$ cat config.mk
export PLATFORM = sky130hd
export DESIGN_NAME = block_median_filter
export DESIGN_NICKNAME = d
export VERILOG_FILES = /design/src/hdl/bmf_pkg.sv /design/src/hdl/bmf_cell.sv /design/src/hdl/bmf_sort_chain.sv /design/src/hdl/block_median_filter.sv
export VERILOG_INCLUDE_DIRS = /design/src /design/src/hdl
export SDC_FILE = /design/constraint.sdc
export NUM_CORES = 2
export LEC_CHECK = 0
export BUFFER_PORTS_ARGS = -buffer_cell sky130_fd_sc_hd__buf_2
export CAP_MARGIN = 20
export CORE_MARGIN = 8
export CORE_UTILIZATION = 55
export DETAILED_ROUTE_END_ITERATION = 10
export PLACE_DENSITY_LB_ADDON = 0.3
export SYNTH_ARGS = -nofsm -noshare
export SYNTH_HDL_FRONTEND = slang
export SYNTH_SLANG_ARGS = --single-unit
$ cat constraint.sdc
create_clock -name clock -period 16.8 [get_ports clock]
set_clock_uncertainty 0.05 [all_clocks]
set_input_delay 2.52 -clock clock [delete_from_list [all_inputs] [get_ports clock]]
set_output_delay 2.52 -clock clock [all_outputs]
set_load 0.01 [all_outputs]
$ cat src/hdl/block_median_filter_macros.svh
// ----------------------------------------------------------------------------
// Block median filter assertion macros
// Shared concurrent assertion forms used by the filter's modules.
// ----------------------------------------------------------------------------
`ifndef BLOCK_MEDIAN_FILTER_MACROS_SVH
`define BLOCK_MEDIAN_FILTER_MACROS_SVH

// condition holds on every clock edge outside reset
`define BMF_ASSERT_ALWAYS(label, clk, rst, cond) \
   label: assert property (@(posedge clk) disable iff (rst) (cond)) \
      else $error("assertion failed");

// consequent holds in the same cycle as the antecedent
`define BMF_ASSERT_IMPLIES(label, clk, rst, ante, cons) \
   label: assert property (@(posedge clk) disable iff (rst) (ante) |-> (cons)) \
      else $error("assertion failed");

// consequent holds in the cycle after the antecedent
`define BMF_ASSERT_NEXT(label, clk, rst, ante, cons) \
   label: assert property (@(posedge clk) disable iff (rst) (ante) |=> (cons)) \
      else $error("assertion failed");

`endif

$ cat src/hdl/bmf_pkg.sv
// ----------------------------------------------------------------------------
// Block median filter package
// Payload types, chain link types and register map constants.
// ----------------------------------------------------------------------------
package bmf_pkg;

   localparam int MAX_WINDOW_DEF = 16;
   localparam int SAMPLE_W       = 32;
   localparam int WINDOW_W       = 5;
   localparam logic [WINDOW_W-1:0] WINDOW_RESET = 5'd5;

   // register map: one 32-bit register, word addressed
   localparam int CSR_ADDR_W = 3;
   localparam int CSR_DATA_W = 32;
   localparam int CSR_IDX_W  = CSR_ADDR_W - 2;
   localparam logic [CSR_IDX_W-1:0] CSR_IDX_WINDOW = 1'b0;

   // command codes
   localparam logic CMD_PUSH    = 1'b0;
   localparam logic CMD_RESTART = 1'b1;

   typedef logic signed [SAMPLE_W-1:0] sample_type;

   typedef struct packed {
      logic       command;
      sample_type sample;
   } bmf_req_type;

   typedef struct packed {
      sample_type median;
      logic       ready_res;
   } bmf_rsp_type;

   // control broadcast to every sort cell
   typedef struct packed {
      logic clear;
      logic insert;
   } bmf_ctl_type;

   // what a cell hands to its upper neighbor
   typedef struct packed {
      logic       take;
      logic       valid;
      sample_type value;
   } bmf_link_type;

endpackage

$ cat src/hdl/bmf_cell.sv
// ----------------------------------------------------------------------------
// Insertion sort cell
// Holds one entry of the ascending sorted block; takes the broadcast key or
// the entry of its lower neighbor when an insert lands at or below it.
// ----------------------------------------------------------------------------
`include "block_median_filter_macros.svh"

module bmf_cell (
   input  logic                 clock,
   input  logic                 reset,
   input  bmf_pkg::bmf_ctl_type  ctl,
   input  bmf_pkg::sample_type   key,
   input  bmf_pkg::bmf_link_type link_in,
   output bmf_pkg::bmf_link_type link_out
);
   import bmf_pkg::*;

   logic       valid_ff;
   logic       valid_in;
   sample_type value_ff;
   sample_type value_in;
   logic       take_w;

   // key belongs at or below this cell
   assign take_w = !valid_ff || (value_ff > key);

   assign link_out.take  = take_w;
   assign link_out.valid = valid_ff;
   assign link_out.value = value_ff;

   always_comb begin
      valid_in = valid_ff;
      value_in = value_ff;
      if (ctl.clear) begin
         valid_in = 1'b0;
      end else if (ctl.insert && take_w) begin
         if (link_in.take) begin
            // shift up from the lower neighbor
            valid_in = link_in.valid;
            value_in = link_in.value;
         end else begin
            valid_in = 1'b1;
            value_in = key;
         end
      end
   end

   always_ff @(posedge clock) begin
      value_ff <= value_in;
      if (reset) begin
         valid_ff <= 1'b0;
      end else begin
         valid_ff <= valid_in;
      end
   end

   `BMF_ASSERT_NEXT(a_cell_clear, clock, reset, ctl.clear, !valid_ff)
   `BMF_ASSERT_NEXT(a_cell_hold, clock, reset, !ctl.clear && !ctl.insert && valid_ff, valid_ff)
   `BMF_ASSERT_NEXT(a_cell_fill, clock, reset,
                    ctl.insert && !ctl.clear && !link_in.take && take_w, valid_ff)

endmodule

$ cat src/hdl/bmf_sort_chain.sv
// ----------------------------------------------------------------------------
// Insertion sort chain
// A row of sort cells that keeps the current block in ascending order and
// reads out the entry at a selected rank.
// ----------------------------------------------------------------------------
`include "block_median_filter_macros.svh"

module bmf_sort_chain #(
   parameter int DEPTH = bmf_pkg::MAX_WINDOW_DEF
) (
   input  logic                                    clock,
   input  logic                                    reset,
   input  bmf_pkg::bmf_ctl_type                     ctl,
   input  bmf_pkg::sample_type                      key,
   input  logic [((DEPTH > 1) ? $clog2(DEPTH) : 1)-1:0] sel,
   output bmf_pkg::sample_type                      median
);
   import bmf_pkg::*;

   bmf_link_type link_w [DEPTH+1];
   sample_type   cell_value_w [DEPTH];
   logic [DEPTH-1:0] valid_w;
   logic [DEPTH-1:0] order_ok_w;

   // nothing sits below the first cell
   assign link_w[0].take  = 1'b0;
   assign link_w[0].valid = 1'b0;
   assign link_w[0].value = '0;

   for (genvar i = 0; i < DEPTH; i++) begin : g_cell
      bmf_cell u_cell (
         .clock    (clock),
         .reset    (reset),
         .ctl      (ctl),
         .key      (key),
         .link_in  (link_w[i]),
         .link_out (link_w[i+1])
      );
      assign cell_value_w[i] = link_w[i+1].value;
      assign valid_w[i]      = link_w[i+1].valid;
   end

   assign median = cell_value_w[sel];

   always_comb begin
      order_ok_w[0] = 1'b1;
      for (int i = 1; i < DEPTH; i++) begin
         order_ok_w[i] = !valid_w[i] || (cell_value_w[i-1] <= cell_value_w[i]);
      end
   end

   // occupied cells are a contiguous run from the bottom, in ascending order
   `BMF_ASSERT_ALWAYS(a_chain_packed, clock, reset, (valid_w & (valid_w + DEPTH'(1))) == '0)
   `BMF_ASSERT_ALWAYS(a_chain_sorted, clock, reset, &order_ok_w)
   `BMF_ASSERT_NEXT(a_chain_clear, clock, reset, ctl.clear, valid_w == '0)

endmodule

$ cat src/hdl/block_median_filter.sv
// ----------------------------------------------------------------------------
// Block median filter
// Non-overlapping block median of signed 32-bit samples, one result per item.
// ----------------------------------------------------------------------------
// Each push is written to the sample store and inserted into a chain of sort
// cells that keeps the block in ascending order; the chain takes one key per
// cycle. A push that leaves the block incomplete, and a restart, give an
// all-zero response. The push that completes the block does the insert,
// then reads the entry at rank size/2 from the chain in ST_MEDIAN. If the
// window register was lowered to or below the fill level mid-block, the
// chain is rebuilt in ST_REBUILD from the first size store entries, one
// entry per cycle. A result sits in an output register; a new transfer is
// taken when the block is idle and that register is empty or draining.
// Window size 0 acts as 1 and sizes above MAX_WINDOW saturate.
// ----------------------------------------------------------------------------
`include "block_median_filter_macros.svh"

module block_median_filter #(
   parameter int MAX_WINDOW = bmf_pkg::MAX_WINDOW_DEF
) (
   input  logic                              clock,
   input  logic                              reset,
   input  logic                              req_valid,
   output logic                              req_ready,
   input  bmf_pkg::bmf_req_type               req_payload,
   output logic                              rsp_valid,
   input  logic                              rsp_ready,
   output bmf_pkg::bmf_rsp_type               rsp_payload,
   input  logic                              psel,
   input  logic                              penable,
   input  logic                              pwrite,
   input  logic [bmf_pkg::CSR_ADDR_W-1:0]     paddr,
   input  logic [bmf_pkg::CSR_DATA_W-1:0]     pwdata,
   output logic [bmf_pkg::CSR_DATA_W-1:0]     prdata,
   output logic                              pready
);
   import bmf_pkg::*;

   localparam int FW = $clog2(MAX_WINDOW + 1);
   localparam int IW = (MAX_WINDOW > 1) ? $clog2(MAX_WINDOW) : 1;
   localparam int CW = (FW > WINDOW_W) ? FW : WINDOW_W;

   typedef enum logic [1:0] {
      ST_IDLE,
      ST_REBUILD,
      ST_MEDIAN
   } state_type;

   state_type           state_ff, state_in;
   logic [FW-1:0]       fill_ff, fill_in;
   logic [IW-1:0]       idx_ff, idx_in;
   logic                rsp_valid_ff, rsp_valid_in;
   bmf_rsp_type         rsp_payload_ff, rsp_payload_in;
   logic [WINDOW_W-1:0] window_ff, window_in;

   sample_type          store_ff [MAX_WINDOW];
   sample_type          store_rd_ff;
   logic                store_we;

   logic [CW-1:0]       win_ext_w;
   logic [CW-1:0]       size_ext_w;
   logic [FW-1:0]       size_w;
   logic [IW-1:0]       half_w;
   logic [FW-1:0]       fill_inc_w;
   logic [CSR_IDX_W-1:0] csr_idx_w;
   logic                csr_wr_w;
   logic                req_fire;

   bmf_ctl_type         chain_ctl;
   sample_type          chain_key;
   sample_type          median_w;

   // ---------------------------------------------------------------- config
   assign pready    = 1'b1;
   assign csr_idx_w = paddr[CSR_ADDR_W-1:2];
   assign csr_wr_w  = psel && penable && pwrite;

   always_comb begin
      window_in = window_ff;
      if (csr_wr_w && (csr_idx_w == CSR_IDX_WINDOW)) begin
         window_in = pwdata[WINDOW_W-1:0];
      end
   end

   always_comb begin
      prdata = '0;
      if (csr_idx_w == CSR_IDX_WINDOW) begin
         prdata = CSR_DATA_W'(window_ff);
      end
   end

   // effective block size: zero acts as one, saturate at the chain depth
   always_comb begin
      win_ext_w = CW'(window_ff);
      if (win_ext_w == '0) begin
         size_ext_w = CW'(1);
      end else if (win_ext_w > CW'(MAX_WINDOW)) begin
         size_ext_w = CW'(MAX_WINDOW);
      end else begin
         size_ext_w = win_ext_w;
      end
   end

   assign size_w     = size_ext_w[FW-1:0];
   assign half_w     = IW'(size_w >> 1);
   assign fill_inc_w = fill_ff + FW'(1);

   // ---------------------------------------------------------------- control
   assign req_ready   = (state_ff == ST_IDLE) && (!rsp_valid_ff || rsp_ready);
   assign req_fire    = req_valid && req_ready;
   assign rsp_valid   = rsp_valid_ff;
   assign rsp_payload = rsp_payload_ff;

   always_comb begin
      state_in       = state_ff;
      fill_in        = fill_ff;
      idx_in         = idx_ff;
      rsp_valid_in   = rsp_valid_ff && !rsp_ready;
      rsp_payload_in = rsp_payload_ff;
      chain_ctl      = '0;
      chain_key      = req_payload.sample;
      store_we       = 1'b0;
      unique case (state_ff)
         ST_IDLE: begin
            if (req_fire) begin
               unique case (req_payload.command)
                  CMD_RESTART: begin
                     fill_in         = '0;
                     chain_ctl.clear = 1'b1;
                     rsp_valid_in    = 1'b1;
                     rsp_payload_in  = '0;
                  end
                  default: begin
                     store_we = 1'b1;
                     if (fill_inc_w < size_w) begin
                        fill_in          = fill_inc_w;
                        chain_ctl.insert = 1'b1;
                        rsp_valid_in     = 1'b1;
                        rsp_payload_in   = '0;
                     end else if (fill_inc_w == size_w) begin
                        fill_in          = '0;
                        chain_ctl.insert = 1'b1;
                        state_in         = ST_MEDIAN;
                     end else begin
                        // window lowered mid-block: re-sort the first size entries
                        fill_in         = '0;
                        chain_ctl.clear = 1'b1;
                        idx_in          = '0;
                        state_in        = ST_REBUILD;
                     end
                  end
               endcase
            end
         end
         ST_REBUILD: begin
            chain_ctl.insert = 1'b1;
            chain_key        = store_rd_ff;
            idx_in           = idx_ff + IW'(1);
            if (FW'(idx_ff) == (size_w - FW'(1))) begin
               state_in = ST_MEDIAN;
            end
         end
         ST_MEDIAN: begin
            rsp_valid_in             = 1'b1;
            rsp_payload_in.median    = median_w;
            rsp_payload_in.ready_res = 1'b1;
            chain_ctl.clear          = 1'b1;
            state_in                 = ST_IDLE;
         end
         default: begin
            state_in = ST_IDLE;
         end
      endcase
   end

   always_ff @(posedge clock) begin
      rsp_payload_ff <= rsp_payload_in;
      if (reset) begin
         state_ff     <= ST_IDLE;
         fill_ff      <= '0;
         idx_ff       <= '0;
         rsp_valid_ff <= 1'b0;
         window_ff    <= WINDOW_RESET;
      end else begin
         state_ff     <= state_in;
         fill_ff      <= fill_in;
         idx_ff       <= idx_in;
         rsp_valid_ff <= rsp_valid_in;
         window_ff    <= window_in;
      end
   end

   // ---------------------------------------------------------------- store
   // the read is one entry ahead, so the rebuild gets a key every cycle
   always_ff @(posedge clock) begin
      if (store_we) begin
         store_ff[fill_ff[IW-1:0]] <= req_payload.sample;
      end
      store_rd_ff <= store_ff[idx_in];
   end

   // ---------------------------------------------------------------- sorter
   bmf_sort_chain #(
      .DEPTH (MAX_WINDOW)
   ) u_sort_chain (
      .clock  (clock),
      .reset  (reset),
      .ctl    (chain_ctl),
      .key    (chain_key),
      .sel    (half_w),
      .median (median_w)
   );

   `BMF_ASSERT_IMPLIES(a_busy_no_rsp, clock, reset, state_ff != ST_IDLE, !rsp_valid_ff)
   `BMF_ASSERT_NEXT(a_median_out, clock, reset, state_ff == ST_MEDIAN,
                    rsp_valid_ff && rsp_payload_ff.ready_res)
   `BMF_ASSERT_IMPLIES(a_partial_zero, clock, reset, rsp_valid_ff && !rsp_payload_ff.ready_res,
                       rsp_payload_ff.median == '0)

endmodule
### Word level (Yosys, flattened, before mapping)

Memories as Yosys holds them, arrays and structs flattened. A register that Yosys moved wholly into a read port is not among the register bits.
Cells that the tools add are included.

| storage, ports and cells | value |
|---|---|
| bits in registers | 578 |
| RAM bits | 512 |
| bits of input ports | 75 |
| output and inout bits | 68 |
| logic and storage cells | 226 |
| memories kept | 1 |

Memory list:

| memory | depth | width | rd ports | clocked after Yosys merged registers in | write ports | line | text |
|---|---|---|---|---|---|---|---|
| store_ff | 16 | 32 | 1 | 1 | 1 | block_median_filter.sv:56 | `sample_type store_ff [MAX_WINDOW];` |

| cells by class | value |
|---|---|
| $add $sub $neg | 3 |
| order comparisons | 19 |
| eq/ne operators | 9 |
| multiplexer cells | 72 |
| bitwise gates (word level) | 3 |
| reductions and logical operators | 80 |

Operators with widths:

| operator | count |
|---|---|
| 32-bit two-way mux | 18 |
| 32-bit > comparator | 16 |
| 32-bit binary-select mux with 4-bit select | 1 |
| 33-bit two-way mux | 3 |
| 33-bit case mux with 2 select lines | 1 |
| 2-bit AND reduction | 17 |
| 1-bit two-way mux | 29 |
| 5-bit two-way mux | 5 |
| 1-bit logical AND | 22 |
| 1-bit zero test | 18 |
| 1-bit logical OR | 17 |
| 4-bit two-way mux | 4 |
| 2-bit two-way mux | 6 |
| 2-bit != test, second input constant | 4 |
| 4-bit case mux with 2 select lines | 1 |
| 1-bit case mux with 2 select lines | 3 |
| 5-bit by 1-bit adder with 5-bit output, second input constant | 1 |
| 4-bit by 5-bit == test with 1-bit output | 1 |
| 5-bit == test | 1 |
| 5-bit greater-or-equal comparator, second input constant | 1 |
| 5-bit > comparator, second input constant | 1 |
| 5-bit zero test | 1 |
| 5-bit less-than comparator | 1 |
| 4-bit NOT with 5-bit output | 1 |
| other kinds (12) | 13 |

### Depth between registers and ports, before layout

| logic depth | value |
|---|---|
| word-level depth | 11 |
| mapped depth | 18 |
| mapped depth without buffers | 13 |

### Cells and area by module

A second synthesis with hierarchy kept.

| unflattened totals | value |
|---|---|
| cells, all modules | 5374 |
| area total of the unflattened synthesis | 62548.7 um^2 |

Modules (own cells, without submodules):

| module | times used | cells an instance | area each (um^2) | sequential area each (um^2) |
|---|---|---|---|---|
| bmf_cell at u_sort_chain.g_cell[0].u_cell ... | 15 | 226 | 2204.6 | 980.9 |
| block_median_filter | 1 | 1481 | 23517.6 | 17346.6 |
| bmf_sort_chain | 1 | 272 | 3732.3 | 0.0 |
| bmf_cell at u_sort_chain.g_cell[9].u_cell | 1 | 231 | 2229.6 | 980.9 |

### Worst setup path after synthesis

OpenSTA, ideal clock, no wires.

| path | value |
|---|---|
| kind | input -> register |
| from | in req_payload[29] (netlist bit) |
| to | reg u_sort_chain.g_cell[8].u_cell.value_ff[0], enable pin |
| setup time | 425 ps |
| arrival time | 6185 ps |
| data required time | 16325 ps |
| path slack | 10140 ps |
| cell stages on the path | 9 |
| path buffers | 0 |
| cell sequence | mux2i_1 -> ha_1 -> nand4_2 -> or4_4 -> nor4_4 -> a211o_2 -> nor3_2 -> a31oi_1 -> nor2b_1 |

| between the ends | value |
|---|---|
| word-level cells in the longest chain between the ends | 5 |

Ends and longest elaborated chain:

| what | line | text |
|---|---|---|
| start, declared | block_median_filter.sv:25 | `input bmf_pkg::bmf_req_type req_payload,` |
| 32-bit two-way mux | block_median_filter.sv:123 | `unique case (state_ff)` |
| 32-bit > comparator | bmf_cell.sv:25 | `assign take_w = !valid_ff \|\| (value_ff > key);` |
| 1-bit logical OR | bmf_cell.sv:25 |  |
| 1-bit logical AND | bmf_cell.sv:36 | `end else if (ctl.insert && take_w) begin` |
| 2-bit AND reduction (no source line) | n/a |  |
| end signal, assigned | bmf_cell.sv:49 | `value_ff <= value_in;` |
| end, declared | bmf_cell.sv:20 | `sample_type value_ff;` |

No other way between the ends.
A chain may end at the register's enable or synchronous reset.

### Worst setup path in the final report

| path | value |
|---|---|
| from | in req_payload[25] (netlist bit) |
| to | reg u_sort_chain.g_cell[5].u_cell.value_ff[21], data pin |

| between the ends | value |
|---|---|
| word-level cells in the longest chain between the ends | 4 |

Ends and longest elaborated chain:

| what | line | text |
|---|---|---|
| 32-bit two-way mux | block_median_filter.sv:123 |  |
| 32-bit > comparator | bmf_cell.sv:25 |  |
| 1-bit logical OR | bmf_cell.sv:25 |  |
| 32-bit two-way mux | bmf_cell.sv:37 | `if (link_in.take) begin` |
| end signal, assigned | bmf_cell.sv:49 |  |
| end, declared | bmf_cell.sv:20 |  |

No other way between the ends.

==> run_results.csv <==
group,metric,value,unit
die,fp.dieArea,89700,um^2
logic_synthesis,ys_seq_area_share,59.2,%
critical_path,critical_path.top_delay_family,"simple AND/OR/NAND/NOR gates",
placed_design,place_congestion,0.905,
detailed_routing,num_vias,29000,
layout,fin_area,49100,um^2
sta,finalHoldViolCount,0,
die,die_width,300,um
sta,max_slew.worst_pin.slew,1.23,ns
logic_synthesis,synth_edf_count,833,
logic_synthesis,yosysTopAreaCellShare,56.6,%
logic_synthesis,ys_warn_count,0,
global_routing,antenna_found_initial,7,
critical_path,critPathCaptureType,"flip-flop",
sta,grt_setup_unrepaired,"no",
critical_path,slowest_delay,0.67,ns
global_routing,grt_pass1_wl,174000,um
placed_design,portBuffers,85,
power,p_leak,18.9,nW
critical_path,path_class,"primary input to flip-flop",
layout,syn_to_final_growth,11.1,%
detailed_routing,wl_per_cell,25.0,um
detailed_routing,drt_iter0_drc,2733,
clocking,cts_setup_buffers,0,
detailed_routing,wirelength,116000,um
sta,fin_tns_setup,0,ns
layout,nFillCells,6169,
sta,layout_min_cycle_time,6.98,ns
placed_design,dpl.cell_count,4471,
layout,nNetsFinal,3881,
die,coreArea,80000,um^2
critical_path,crit_chain,"buf_2 > nand2_1 > nand2_1 > buf_4 > inv_1 > ha_1 > nand4_1 > nor4_1 > nor3b_1 > o21ai_0 > a21boi_0 > mux2i_1 > nand2_1 > buf_4 > mux2_2",
die,io_pins,143,
die,initial_core_util,55.2,%
clocking,root_buffer,"clkbuf_16",
die,core.rowCount,104,
global_routing,grt_overflow,0,
logic_synthesis,synth_area,44200,um^2
logic_synthesis,synthArstFlopShare,0,%
clocking,cts.repair.resized,0,
layout,drive_above_1_share,17.0,%
detailed_routing,avgViaCountPerCell,6.24,
sta,fmax,0.143,GHz
critical_path,cpMostUsedCell,"nand2_1",
logic_synthesis,ys_seq_elements,891,
clocking,cts_buffers,92,
global_routing,gr-usage-all-layers,25.3,%
critical_path,cpMaxStageDelayCell,"nand2_1",
layout,final_cells,4650,
logic_synthesis,syn_area_per_cell,12.8,um^2
critical_path,crit_required,17.14,ns
clocking,cts_sinks,891,
logic_synthesis,synthTopCellsByCount,"833 x edfxtp_1, 520 x nand2_1, 299 x ha_1",
detailed_routing,postRouteAntennaNets,0,
critical_path,worstPathMaxFanout,17,
logic_synthesis,synth_ff_type,"edfxtp_1",
power,power_density,107,nW/um^2
logic_synthesis,yosysMostFrequentCell,"edfxtp_1",
die,die_height,300,um
clocking,clock_path_buffers,3,
global_routing,grt_pass1_vias,28600,
sta,fin_crit_sh,41.5,%
critical_path,cp.buffers_inverters,4,
clocking,cts_tree,"built",
logic_synthesis,synthTopCellsByArea,"edfxtp_1 57%, ha_1 8.5%, mux2_2 4.6%",
logic_synthesis,synth_area_leader_cell,"edfxtp_1",
placed_design,hpwl,73200,um
outcome,status,"finished, final reports clean",
sta,relSlewSlack,18.1,%
sta,drv_slew,0,
detailed_routing,drc,0,
clocking,worstSkewPairLatency,0.67,ns
logic_synthesis,synthCells,3448,
clocking,cts.clk_slew.worst_paths,0.06,ns
critical_path,arrival,7.31,ns
placed_design,placed_cell_area,45900,um^2
clocking,h-tree-depth,3,
power,ir_worst_vdd,109,uV
sta,finalSetupViolCount,0,
run,cap_violations,0,
global_routing,grt_max_degree,193,
logic_synthesis,yosysUniqueCellTypes,69,
clocking,postCtsHoldBufs,0,
critical_path,cp-start-kind,"primary input",
layout,finalCoreUtilization,61.3,%
detailed_routing,firstDrtPassIters,7,
min_path,hold_path.class,"flip-flop to flip-flop",
metal layers:
layer	part of all wire, %	track usage (%)	vias to the layer above
met2	50	43.6	1212
met4	3.7	9.70	0
li1	-	-	13100
met3	7.3	4.11	275
met5	0	0	-
met1	39	32.0	14400
registers in the layout (all words and copies together), names as in the netlist:
register,count
store_ff,512
u_sort_chain.g_cell.u_cell.value_ff,288
rsp_payload,33
store_rd_ff,32
u_sort_chain.g_cell.u_cell.valid_ff,9
fill_ff,5
win_ext_w,5
idx_ff,4
state_ff,2
rsp_valid,1
cell families after synthesis:
family                     synth area share (%)
and+or+nand+nor                            10.8
DFF                                        59.2
AOI/OAI and AO/OA                          6.62
muxes                                      11.8
adders and majority gates                  8.46
buffers and inverters                      2.96
xor gates and xnor gates                  0.159
other                                    0.0170
worst paths after layout:
| kind | startpoint | endpoint | slack (ns) | depth (start not counted) |
|---|---|---|---|---|
| worst max-delay path | req_payload[25] | u_sort_chain.g_cell[5].u_cell.value_ff[21] | 9.82 | 15 |
| worst min register to register | u_sort_chain.g_cell[3].u_cell.valid_ff | u_sort_chain.g_cell[4].u_cell.valid_ff | 0.43 | 2 |
| worst max register to register | state_ff[0] | u_sort_chain.g_cell[5].u_cell.value_ff[21] | 10.64 | 16 |
| worst min-delay path | u_sort_chain.g_cell[3].u_cell.valid_ff | u_sort_chain.g_cell[4].u_cell.valid_ff | 0.43 | 2 |
where the power goes:
group          total (mW)  internal, mW  switching [mW]
clock                2.10          1.22           0.882
combinational       0.557         0.215           0.342
sequential           2.58          2.53          0.0548
placed cells by master (no fill, tap or decap), types with 12 or more instances in the layout:
cell / n
conb_1: 28
buf_4: 75
a21oi_1: 203
buf_2: 85
mux2i_1: 159
a21o_1: 69
clkinv_2: 23
a32oi_1: 32
clkinv_1: 17
mux2_2: 181
nand3_1: 218
edfxtp_1: 833
nor3_1: 16
dfxtp_1: 55
nor2_1: 174
o221ai_1: 32
clkbuf_16: 92
nand2_1: 519
ha_1: 299
nor2_4: 21
bufinv_16: 12
o21ai_0: 40
nand4_1: 57
inv_1: 62
nor2b_1: 18
mux4_2: 64
cell type report:
class / instances / area, um^2 / area share, %
multi-input combinational: 2295 / 17100 / 34.9
timing repair buffer: 165 / 1090 / 2.23
antenna: 5 / 12.5 / 0.0255
clock buffer: 106 / 2390 / 4.88
clock inverter: 66 / 738 / 1.50
tap: 1060 / 1330 / 2.70
inverter: 62 / 233 / 0.474
sequential: 891 / 26200 / 53.3
stage by stage:
stage | setup WS, ns | power (mW) | hold WS, ns
floorplan | 10.14 | 2.97 | 0.390
global route | 9.51 | 5.40 | 0.445
detailed placement | 9.16 | 3.17 | 0.418
finish | 9.82 | 5.24 | 0.434
global placement | 9.22 | 3.15 | 0.404
CTS | 9.82 | 5.25 | 0.424
tightest hold or removal path, delay by kind of cell, from the launching register on:
kind / cells / cell delay, ns
flops: 1 / 0.33
simple gates: 1 / 0.06
compound gates: 1 / 0.05
No activity file was read; power rests on OpenSTA's default activity.
